`src/rtl/current_surge_fault_detector_defines.svh`:
```
// assertion macros for the current surge fault detector
`ifndef CURRENT_SURGE_FAULT_DETECTOR_DEFINES_SVH
`define CURRENT_SURGE_FAULT_DETECTOR_DEFINES_SVH

`ifndef SYNTH
`define CSFD_ASSERT(label, clk, rst, prop) \
  label: assert property (@(posedge clk) disable iff (rst) prop) \
    else $error("csfd assertion failed");
`define CSFD_NEVER(label, clk, rst, cond) \
  label: assert property (@(posedge clk) disable iff (rst) !(cond)) \
    else $error("csfd forbidden condition seen");
`else
`define CSFD_ASSERT(label, clk, rst, prop)
`define CSFD_NEVER(label, clk, rst, cond)
`endif

`endif

```
`src/rtl/csfd_pkg.sv`:
```
// shared types, constants and functions of the current surge fault detector
package csfd_pkg;

  localparam int SAMPLE_BITS_DEF = 16;
  localparam int COUNT_BITS_DEF  = 16;

  localparam int RISE_BITS      = 10;
  localparam int LIMIT_BITS     = 16;
  localparam int CFG_INDEX_BITS = 3;
  localparam int CFG_DATA_BITS  = 16;
  localparam int PHASE_BITS     = 2;
  localparam int CLASS_BITS     = 3;
  localparam int FACTOR_BITS    = 12;
  localparam int PCT_MUL_BITS   = 8;

  localparam logic [RISE_BITS:0]        PCT_BASE     = 11'd100;
  localparam logic signed [PCT_MUL_BITS-1:0] PCT_MUL = 8'sd100;

  localparam logic [RISE_BITS-1:0]  RISE_RESET  = 10'd10;
  localparam logic [LIMIT_BITS-1:0] LIMIT_RESET = 16'd10;

  localparam logic [CFG_INDEX_BITS-1:0] REG_RISE_A  = 3'd0;
  localparam logic [CFG_INDEX_BITS-1:0] REG_RISE_B  = 3'd1;
  localparam logic [CFG_INDEX_BITS-1:0] REG_RISE_C  = 3'd2;
  localparam logic [CFG_INDEX_BITS-1:0] REG_LIMIT_A = 3'd3;
  localparam logic [CFG_INDEX_BITS-1:0] REG_LIMIT_B = 3'd4;
  localparam logic [CFG_INDEX_BITS-1:0] REG_LIMIT_C = 3'd5;

  localparam logic [PHASE_BITS-1:0] PHASE_A = 2'd0;
  localparam logic [PHASE_BITS-1:0] PHASE_B = 2'd1;
  localparam logic [PHASE_BITS-1:0] PHASE_C = 2'd2;

  typedef struct packed {
    logic [2:0][RISE_BITS-1:0]  rise;
    logic [2:0][LIMIT_BITS-1:0] limit;
  } csfd_cfg_t;

  typedef struct packed {
    logic                  set_end;
    logic                  record_end;
    logic [PHASE_BITS-1:0] phase;
  } csfd_tag_t;

  typedef struct packed {
    logic                  class_valid;
    logic [CLASS_BITS-1:0] fault_class;
    logic                  record_fault;
  } csfd_status_t;

  // flags bit0 A, bit1 B, bit2 C
  function automatic logic [CLASS_BITS-1:0] class_of_flags(input logic [2:0] flags);
    logic [CLASS_BITS-1:0] cls;
    case (flags)
      3'b000:  cls = 3'd0;
      3'b001:  cls = 3'd1;
      3'b010:  cls = 3'd2;
      3'b100:  cls = 3'd3;
      3'b011:  cls = 3'd4;
      3'b101:  cls = 3'd5;
      3'b110:  cls = 3'd6;
      default: cls = 3'd7;
    endcase
    return cls;
  endfunction

endpackage

```
`src/rtl/current_surge_fault_detector.sv`:
```
// top level of the current surge fault detector
//
// Counts rate-of-rise surges per record of phase-tagged current samples, tracks the
// record peak and reports a fault class per set. One item is accepted every clock while
// the result side keeps up. An item sits in the input register while its state update and
// result are formed combinationally. The result item is registered in the output register
// when the last item of its record leaves the input register, and is then offered on
// m_tvalid. While the output register holds a result that has not been taken, every
// item waits, including items that end no record. The one-item rate is set by the
// combinational update loop of surge count, peak and previous sample. That loop needs one
// sample-by-8-bit multiply, one sample-by-12-bit multiply and a compare. Reset needs no
// clearing pass.
module current_surge_fault_detector
  import csfd_pkg::*;
#(
  parameter int SAMPLE_BITS = SAMPLE_BITS_DEF,
  parameter int COUNT_BITS  = COUNT_BITS_DEF,
  localparam int IN_DATA_BITS  = ((SAMPLE_BITS + 7) / 8) * 8,
  localparam int OUT_DATA_BITS = ((COUNT_BITS + SAMPLE_BITS + 7) / 8) * 8
) (
  input  logic                      clk,
  input  logic                      rst,
  input  logic                      cfg_we,
  input  logic [CFG_INDEX_BITS-1:0] cfg_index,
  input  logic [CFG_DATA_BITS-1:0]  cfg_data,
  input  logic                      s_tvalid,
  output logic                      s_tready,
  input  logic [IN_DATA_BITS-1:0]   s_tdata,   // sample
  input  logic [2:0]                s_tuser,   // phase[1:0], set_end
  input  logic                      s_tlast,   // record_end
  output logic                      m_tvalid,
  input  logic                      m_tready,
  output logic [OUT_DATA_BITS-1:0]  m_tdata,   // rise_count, peak_sample
  output logic [4:0]                m_tuser    // record_fault, fault_class[2:0], class_valid
);

  csfd_cfg_t    cfg;
  csfd_tag_t    in_tag, item_tag;
  csfd_status_t res_status, out_status;

  logic                   item_valid, item_take;
  logic [SAMPLE_BITS-1:0] item_sample;
  logic                   res_valid, res_free;
  logic [COUNT_BITS-1:0]  res_count, out_count;
  logic [SAMPLE_BITS-1:0] res_peak, out_peak;

  assign in_tag.phase      = s_tuser[PHASE_BITS-1:0];
  assign in_tag.set_end    = s_tuser[PHASE_BITS];
  assign in_tag.record_end = s_tlast;

  csfd_cfg_regs u_cfg (
    .clk       (clk),
    .rst       (rst),
    .cfg_we    (cfg_we),
    .cfg_index (cfg_index),
    .cfg_data  (cfg_data),
    .cfg       (cfg)
  );

  csfd_in_reg #(
    .SAMPLE_BITS (SAMPLE_BITS)
  ) u_in (
    .clk         (clk),
    .rst         (rst),
    .in_valid    (s_tvalid),
    .in_ready    (s_tready),
    .in_sample   (s_tdata[SAMPLE_BITS-1:0]),
    .in_tag      (in_tag),
    .item_valid  (item_valid),
    .item_take   (item_take),
    .item_sample (item_sample),
    .item_tag    (item_tag)
  );

  csfd_core #(
    .SAMPLE_BITS (SAMPLE_BITS),
    .COUNT_BITS  (COUNT_BITS)
  ) u_core (
    .clk         (clk),
    .rst         (rst),
    .cfg         (cfg),
    .item_valid  (item_valid),
    .res_free    (res_free),
    .item_take   (item_take),
    .item_sample (item_sample),
    .item_tag    (item_tag),
    .res_valid   (res_valid),
    .res_count   (res_count),
    .res_peak    (res_peak),
    .res_status  (res_status)
  );

  csfd_out_reg #(
    .SAMPLE_BITS (SAMPLE_BITS),
    .COUNT_BITS  (COUNT_BITS)
  ) u_out (
    .clk        (clk),
    .rst        (rst),
    .res_valid  (res_valid),
    .res_free   (res_free),
    .res_count  (res_count),
    .res_peak   (res_peak),
    .res_status (res_status),
    .out_valid  (m_tvalid),
    .out_ready  (m_tready),
    .out_count  (out_count),
    .out_peak   (out_peak),
    .out_status (out_status)
  );

  always_comb begin
    m_tdata                             = '0;
    m_tdata[COUNT_BITS-1:0]             = out_count;
    m_tdata[COUNT_BITS +: SAMPLE_BITS]  = out_peak;
    m_tuser[0]                          = out_status.record_fault;
    m_tuser[3:1]                        = out_status.fault_class;
    m_tuser[4]                          = out_status.class_valid;
  end

endmodule

```
`src/rtl/csfd_cfg_regs.sv`:
```
// configuration registers: rise percents and count limits per phase
module csfd_cfg_regs
  import csfd_pkg::*;
(
  input  logic                      clk,
  input  logic                      rst,
  input  logic                      cfg_we,
  input  logic [CFG_INDEX_BITS-1:0] cfg_index,
  input  logic [CFG_DATA_BITS-1:0]  cfg_data,
  output csfd_cfg_t                 cfg
);

  always_ff @(posedge clk) begin
    if (rst) begin
      cfg.rise  <= {3{RISE_RESET}};
      cfg.limit <= {3{LIMIT_RESET}};
    end else if (cfg_we) begin
      case (cfg_index)
        REG_RISE_A:  cfg.rise[0]  <= cfg_data[RISE_BITS-1:0];
        REG_RISE_B:  cfg.rise[1]  <= cfg_data[RISE_BITS-1:0];
        REG_RISE_C:  cfg.rise[2]  <= cfg_data[RISE_BITS-1:0];
        REG_LIMIT_A: cfg.limit[0] <= cfg_data[LIMIT_BITS-1:0];
        REG_LIMIT_B: cfg.limit[1] <= cfg_data[LIMIT_BITS-1:0];
        REG_LIMIT_C: cfg.limit[2] <= cfg_data[LIMIT_BITS-1:0];
        default: ;
      endcase
    end
  end

endmodule

```
`src/rtl/csfd_in_reg.sv`:
```
// input register stage holding one sample item
module csfd_in_reg
  import csfd_pkg::*;
#(
  parameter int SAMPLE_BITS = SAMPLE_BITS_DEF
) (
  input  logic                   clk,
  input  logic                   rst,
  input  logic                   in_valid,
  output logic                   in_ready,
  input  logic [SAMPLE_BITS-1:0] in_sample,
  input  csfd_tag_t              in_tag,
  output logic                   item_valid,
  input  logic                   item_take,
  output logic [SAMPLE_BITS-1:0] item_sample,
  output csfd_tag_t              item_tag
);

  logic valid;

  assign in_ready    = !valid || item_take;
  assign item_valid  = valid;

  always_ff @(posedge clk) begin
    if (rst) begin
      valid <= 1'b0;
    end else if (in_valid && in_ready) begin
      valid <= 1'b1;
    end else if (item_take) begin
      valid <= 1'b0;
    end
  end

  always_ff @(posedge clk) begin
    if (in_valid && in_ready) begin
      item_sample <= in_sample;
      item_tag    <= in_tag;
    end
  end

endmodule

```
`src/rtl/csfd_core.sv`:
```
// per-record surge count, peak tracking and phase fault flags
module csfd_core
  import csfd_pkg::*;
#(
  parameter int SAMPLE_BITS = SAMPLE_BITS_DEF,
  parameter int COUNT_BITS  = COUNT_BITS_DEF
) (
  input  logic                   clk,
  input  logic                   rst,
  input  csfd_cfg_t              cfg,
  input  logic                   item_valid,
  input  logic                   res_free,
  output logic                   item_take,
  input  logic [SAMPLE_BITS-1:0] item_sample,
  input  csfd_tag_t              item_tag,
  output logic                   res_valid,
  output logic [COUNT_BITS-1:0]  res_count,
  output logic [SAMPLE_BITS-1:0] res_peak,
  output csfd_status_t           res_status
);

`include "current_surge_fault_detector_defines.svh"

  localparam int LHS_BITS  = SAMPLE_BITS + PCT_MUL_BITS;
  localparam int PROD_BITS = SAMPLE_BITS + FACTOR_BITS;
  localparam int CMP_BITS  = (COUNT_BITS > LIMIT_BITS) ? COUNT_BITS : LIMIT_BITS;

  logic signed [SAMPLE_BITS-1:0] prev, prev_next;
  logic signed [SAMPLE_BITS-1:0] peak, peak_next;
  logic [COUNT_BITS-1:0]         cnt, cnt_next;
  logic                          have_prev, have_prev_next;
  logic [2:0]                    flags, flags_next;

  logic signed [SAMPLE_BITS-1:0] s;
  logic signed [LHS_BITS-1:0]    lhs;
  logic signed [PROD_BITS-1:0]   rhs;
  logic signed [FACTOR_BITS-1:0] factor;
  logic [RISE_BITS-1:0]          rise_sel;
  logic [LIMIT_BITS-1:0]         limit_sel;
  logic [2:0]                    phase_bit;
  logic                          phase_ok;
  logic                          surge;
  logic [COUNT_BITS-1:0]         cnt_upd;
  logic signed [SAMPLE_BITS-1:0] peak_upd;
  logic                          fault;
  logic [2:0]                    flags_or;
  logic                          fire;

  assign item_take = item_valid && res_free;
  assign fire      = item_take;
  assign s         = $signed(item_sample);

  always_comb begin
    case (item_tag.phase)
      PHASE_A: begin
        rise_sel  = cfg.rise[0];
        limit_sel = cfg.limit[0];
        phase_bit = 3'b001;
        phase_ok  = 1'b1;
      end
      PHASE_B: begin
        rise_sel  = cfg.rise[1];
        limit_sel = cfg.limit[1];
        phase_bit = 3'b010;
        phase_ok  = 1'b1;
      end
      PHASE_C: begin
        rise_sel  = cfg.rise[2];
        limit_sel = cfg.limit[2];
        phase_bit = 3'b100;
        phase_ok  = 1'b1;
      end
      default: begin
        rise_sel  = '0;
        limit_sel = '0;
        phase_bit = 3'b000;
        phase_ok  = 1'b0;
      end
    endcase
  end

  // sample*100 against previous*(100+rise)
  assign factor = $signed({1'b0, PCT_BASE + {1'b0, rise_sel}});
  assign lhs    = s * PCT_MUL;
  assign rhs    = prev * factor;
  assign surge  = have_prev && phase_ok && (PROD_BITS'(lhs) > rhs);

  assign cnt_upd  = (surge && (cnt != '1)) ? cnt + 1'b1 : cnt;
  assign peak_upd = (!have_prev || (s > peak)) ? s : peak;
  assign fault    = phase_ok && (CMP_BITS'(cnt_upd) >= CMP_BITS'(limit_sel));
  assign flags_or = flags | (fault ? phase_bit : 3'b000);

  always_comb begin
    prev_next      = prev;
    peak_next      = peak;
    cnt_next       = cnt;
    have_prev_next = have_prev;
    flags_next     = flags;
    if (fire) begin
      if (item_tag.record_end) begin
        prev_next      = '0;
        peak_next      = '0;
        cnt_next       = '0;
        have_prev_next = 1'b0;
        flags_next     = item_tag.set_end ? 3'b000 : flags_or;
      end else begin
        prev_next      = s;
        peak_next      = peak_upd;
        cnt_next       = cnt_upd;
        have_prev_next = 1'b1;
      end
    end
  end

  always_comb begin
    res_valid               = fire && item_tag.record_end;
    res_count               = cnt_upd;
    res_peak                = peak_upd;
    res_status.record_fault = fault;
    res_status.fault_class  = item_tag.set_end ? class_of_flags(flags_or) : '0;
    res_status.class_valid  = item_tag.set_end;
  end

  always_ff @(posedge clk) begin
    if (rst) begin
      prev      <= '0;
      peak      <= '0;
      cnt       <= '0;
      have_prev <= 1'b0;
      flags     <= 3'b000;
    end else begin
      prev      <= prev_next;
      peak      <= peak_next;
      cnt       <= cnt_next;
      have_prev <= have_prev_next;
      flags     <= flags_next;
    end
  end

  `CSFD_ASSERT(a_record_end_restarts, clk, rst,
    (fire && item_tag.record_end) |=> (!have_prev && cnt == '0))
  `CSFD_ASSERT(a_sample_sets_previous, clk, rst,
    (fire && !item_tag.record_end) |=> have_prev)
  `CSFD_ASSERT(a_count_monotonic, clk, rst,
    (fire && !item_tag.record_end) |=> (cnt >= $past(cnt)))
  `CSFD_ASSERT(a_set_end_clears_flags, clk, rst,
    (fire && item_tag.record_end && item_tag.set_end) |=> (flags == 3'b000))
  `CSFD_NEVER(a_no_result_when_full, clk, rst, res_valid && !res_free)

endmodule

```
`src/rtl/csfd_out_reg.sv`:
```
// output register holding one result item
module csfd_out_reg
  import csfd_pkg::*;
#(
  parameter int SAMPLE_BITS = SAMPLE_BITS_DEF,
  parameter int COUNT_BITS  = COUNT_BITS_DEF
) (
  input  logic                   clk,
  input  logic                   rst,
  input  logic                   res_valid,
  output logic                   res_free,
  input  logic [COUNT_BITS-1:0]  res_count,
  input  logic [SAMPLE_BITS-1:0] res_peak,
  input  csfd_status_t           res_status,
  output logic                   out_valid,
  input  logic                   out_ready,
  output logic [COUNT_BITS-1:0]  out_count,
  output logic [SAMPLE_BITS-1:0] out_peak,
  output csfd_status_t           out_status
);

  logic valid;

  assign res_free  = !valid || out_ready;
  assign out_valid = valid;

  always_ff @(posedge clk) begin
    if (rst) begin
      valid <= 1'b0;
    end else if (res_valid) begin
      valid <= 1'b1;
    end else if (out_ready) begin
      valid <= 1'b0;
    end
  end

  always_ff @(posedge clk) begin
    if (res_valid) begin
      out_count  <= res_count;
      out_peak   <= res_peak;
      out_status <= res_status;
    end
  end

endmodule
```
`config.mk`:
```
export PLATFORM = sky130hd
export DESIGN_NAME = current_surge_fault_detector
export DESIGN_NICKNAME = d
export VERILOG_FILES = /design/src/rtl/csfd_pkg.sv /design/src/rtl/current_surge_fault_detector.sv /design/src/rtl/csfd_cfg_regs.sv /design/src/rtl/csfd_in_reg.sv /design/src/rtl/csfd_core.sv /design/src/rtl/csfd_out_reg.sv
export VERILOG_INCLUDE_DIRS = /design/src /design/src/rtl
export SDC_FILE = /design/constraint.sdc
export NUM_CORES = 1
export LEC_CHECK = 0
export BUFFER_PORTS_ARGS = -buffer_cell sky130_fd_sc_hd__buf_2
export CORE_MARGIN = 3
export CORE_UTILIZATION = 55
export CTS_CLUSTER_DIAMETER = 60
export DETAILED_ROUTE_END_ITERATION = 6
export MAX_ROUTING_LAYER = met4
export PLACE_DENSITY_LB_ADDON = 0.3
export REMOVE_ABC_BUFFERS = 1
export SYNTH_ARGS = -nofsm -noshare
export SYNTH_HDL_FRONTEND = slang
export SYNTH_HIERARCHICAL = 1
export SYNTH_SLANG_ARGS = --single-unit
```
`constraint.sdc`:
```
create_clock -name clk -period 11.1 [get_ports clk]
set_input_delay 0.555 -clock clk [delete_from_list [all_inputs] [get_ports clk]]
set_output_delay 0.555 -clock clk [all_outputs]
set_load 0.02 [all_outputs]
```
==> impl_metrics.env <==
export IMPL_status="finished, final reports clean"
export IMPL_crit_family="adder cells"
export IMPL_yosys_warnings=6
export IMPL_final_common_cell="inv_1"
export IMPL_fill_cells=2658
export IMPL_synth_ff_type="dfxtp_1"
export IMPL_antenna_found_initial=0
export IMPL_synth_top_area_cell="fa_1"
export IMPL_cts_inserted_buffers=17
export IMPL_num_rows=65
export IMPL_worstReg2RegStart="u_in/item_tag[1]"
export IMPL_areaGrowthSynthToFinish_pct=10.3
export IMPL_crit_top_cell="fa_1"
export IMPL_die_y_um=186
export IMPL_drc=0
export IMPL_crit_path_start_kind="register"
export IMPL_maxCapViolCount=0
export IMPL_layout_common_cells="inv_1 (341), nand2_1 (179), fa_1 (175), ha_1 (169), dfxtp_1 (132)"
export IMPL_fin_area_mm2=0.0197
export IMPL_hpwlAfterDp_um=31900
export IMPL_vias=13700
export IMPL_yosysSeqAreaShare_pct=24.4
export IMPL_p_leak_nw=9.62
export IMPL_cp_max_fo=16
export IMPL_hp_start="s_tdata[15]"
export IMPL_avgRoutedWirePerCell_um=17.1
export IMPL_min_period_over_period_pct=96.4
export IMPL_core_mm2=0.0317
export IMPL_htreeDepth=4
export IMPL_initial_core_util_pct=56.2
export IMPL_vias_per_cell=5.59
export IMPL_fin_worst_skew_ps=13.1
export IMPL_syn_area_mm2=0.0178
export IMPL_synth_edf_count=57
export IMPL_hold_viol_final=0
export IMPL_cts_root_buf="clkbuf_16"
export IMPL_final_layout_size_suffix_gt1_share_pct=11.4
export IMPL_grt_util_all_layers_pct=25.8
export IMPL_clk_pin_slew_ps=70
export IMPL_ir_worst_vdd_mv=0.140
export IMPL_critical_path_class="reg2reg"
export IMPL_crit_cells=49
export IMPL_grt_max_degree=85
export IMPL_dieArea_mm2=0.0346
export IMPL_finalSetupViolations=0
export IMPL_critPathRequiredTime_ps=11290
export IMPL_cts_sinks=189
export IMPL_crit_slowest_cell="fa_1"
export IMPL_hp_class="in2reg"
export IMPL_cts_tree="yes"
export IMPL_dpl_cell_count=2401
export IMPL_grt_pass1_vias=13700
export IMPL_fin_nets=2421
export IMPL_cts_max_path_buffers=2
export IMPL_drv_slew=0
export IMPL_postRouteAntennaNets=0
export IMPL_hold_path_end="u_in/item_sample[15]"
export IMPL_die_w_um=186
export IMPL_overflow=0
export IMPL_synthTopCellsByArea="fa_1 (20%), dfxtp_1 (15%), ha_1 (12%), edfxtp_1 (9.6%), inv_1 (7.2%)"
export IMPL_cts_hold_buf=0
export IMPL_wirelength_um=41900
export IMPL_period_needed_ps=10700
export IMPL_ys_types=80
export IMPL_min_delay_path_depth=1
export IMPL_clk_insertion_delay_late_ps=440
export IMPL_drtPass1Iterations=7
export IMPL_endpoint_kind="register"
export IMPL_gp_congestion=0.919
export IMPL_tightest_slew_ps=1200
export IMPL_synth_top_cell_area_share_pct=19.7
export IMPL_pin_count=83
export IMPL_drtIter0Drc=916
export IMPL_async_reset_ff_share_pct=0
export IMPL_syn_instance_count=1951
export IMPL_fin_cells=2446
export IMPL_cp_arrival_ps=10900
export IMPL_timing_slew_headroom_pct=19.8
export IMPL_grt_pass1_wl_um=69300
export IMPL_r2r_setup_slack_ps=400
export IMPL_io_buffers=82
export IMPL_cp_slowest_stage_delay_ps=550
export IMPL_p_per_area_mw_per_mm2=108
export IMPL_synth_avg_cell_area_um2=9.13
export IMPL_placed_area_mm2=0.0188
export IMPL_reg2reg_depth=49
export IMPL_diodes=0
export IMPL_path_buf_inv=8
export IMPL_max_freq_mhz=93.4
export IMPL_synth_seq_cells=189
export IMPL_timing_rr_end="u_out/out_status[2]"
==> metal layers <==
metal / track usage, % / wire (um)
met1: 34.7 / 18700
met2: 42.1 / 20300
met3: 2.76 / 2040
met4: 6.85 / 945
met5: - / 0
==> cells in the mapped netlist, drive strengths merged (14+ instances only) <==
| library cell | number |
|---|---|
| a21o | 19 |
| a21oi | 92 |
| a22oi | 19 |
| and2 | 58 |
| and3 | 14 |
| buf | 19 |
| clkbuf | 65 |
| dfxtp | 132 |
| edfxtp | 57 |
| fa | 175 |
| ha | 171 |
| inv | 341 |
| mux2i | 108 |
| nand2 | 181 |
| nand2b | 92 |
| nand3 | 25 |
| nand4 | 16 |
| nor2 | 104 |
| nor3 | 20 |
| o21ai | 57 |
| xnor2 | 36 |
| xor2 | 24 |
==> worst max-delay path by stage <==
stage                               end              from  slack [ps]
finish              u_out/out_status[2]  u_in/item_tag[1]         400
global route        u_out/out_status[2]  u_in/item_tag[1]        -160
CTS                 u_out/out_status[2]  u_in/item_tag[1]           4
detailed placement  u_out/out_status[2]  u_in/item_tag[1]        -260
global placement    u_out/out_status[2]  u_in/item_tag[1]          80
floorplan           u_out/out_status[2]  u_in/item_tag[1]       -1500
==> repair_timing <==
item | in CTS | in global routing
setup endpoints to repair | 7 | 7
pin swaps | 2 | 24
gates resized for setup | 4 | 46
cloned | 0 | 0
setup buffers | 1 | 12
endpoints found under the hold margin | 0 | 0
==> state kept, by name, summed over array words and instances, names as in the netlist, 4 cells and up <==
| name | flops |
|---|---|
| u_out/out_peak | 16 |
| u_in/item_sample | 16 |
| u_out/out_count | 16 |
| u_in/item_tag | 4 |
| u_core/prev | 16 |
| u_cfg/cfg | 78 |
| u_core/peak | 16 |
| u_out/out_status | 5 |
| u_core/cnt | 16 |
==> cell families after synthesis <==
group           share of synthesized area [%]
compound gates                           9.27
buf+inv                                  9.24
simple gates                             16.2
xor+xnor                                 2.95
mux                                      6.19
fa+ha+maj                                31.7
flops                                    24.4
==> final cells by class <==
type | count | area [um^2] | share of cell area, %
multi-input combinational | 1336 | 12000 | 61.3
sequential | 189 | 4350 | 22.2
inverter | 342 | 1280 | 6.53
timing repair buffer | 145 | 925 | 4.70
tap | 402 | 503 | 2.56
clock buffer | 23 | 458 | 2.33
clock inverter | 9 | 85.1 | 0.433
==> power by group <==
| group | switching, mW | total [mW] | internal (mW) |
|---|---|---|---|
| combinational | 0.468 | 0.789 | 0.322 |
| clock | 0.261 | 0.576 | 0.315 |
| sequential | 0.0281 | 0.764 | 0.736 |
| total | 0.757 | 2.13 | 1.37 |
==> stage by stage <==
step	setup WS [ps]	hold slack [ps]	utilization [%]	setup TNS, ps	power [mW]
2_1_floorplan	-1500	447	-	-9420	1.30
3_5_place_dp	-258	467	59.3	-1190	1.51
5_1_grt	-155	272	62.0	-501	2.27
3_3_place_gp	81.0	458	59.3	0	1.49
6_report	397	283	62.0	0	2.13
4_1_cts	4.08	272	61.0	0	2.09
==> worst register-to-register path, delay by kind of cell (launching register included) <==
kind,cells,cell delay [ps]
fa+ha+maj,9,3740
xor+xnor,4,720
simple gates,13,1780
flops,1,470
compound gates,14,2550
buf+inv,8,1080
mux,1,110
Power figures use the tool's default switching activity.
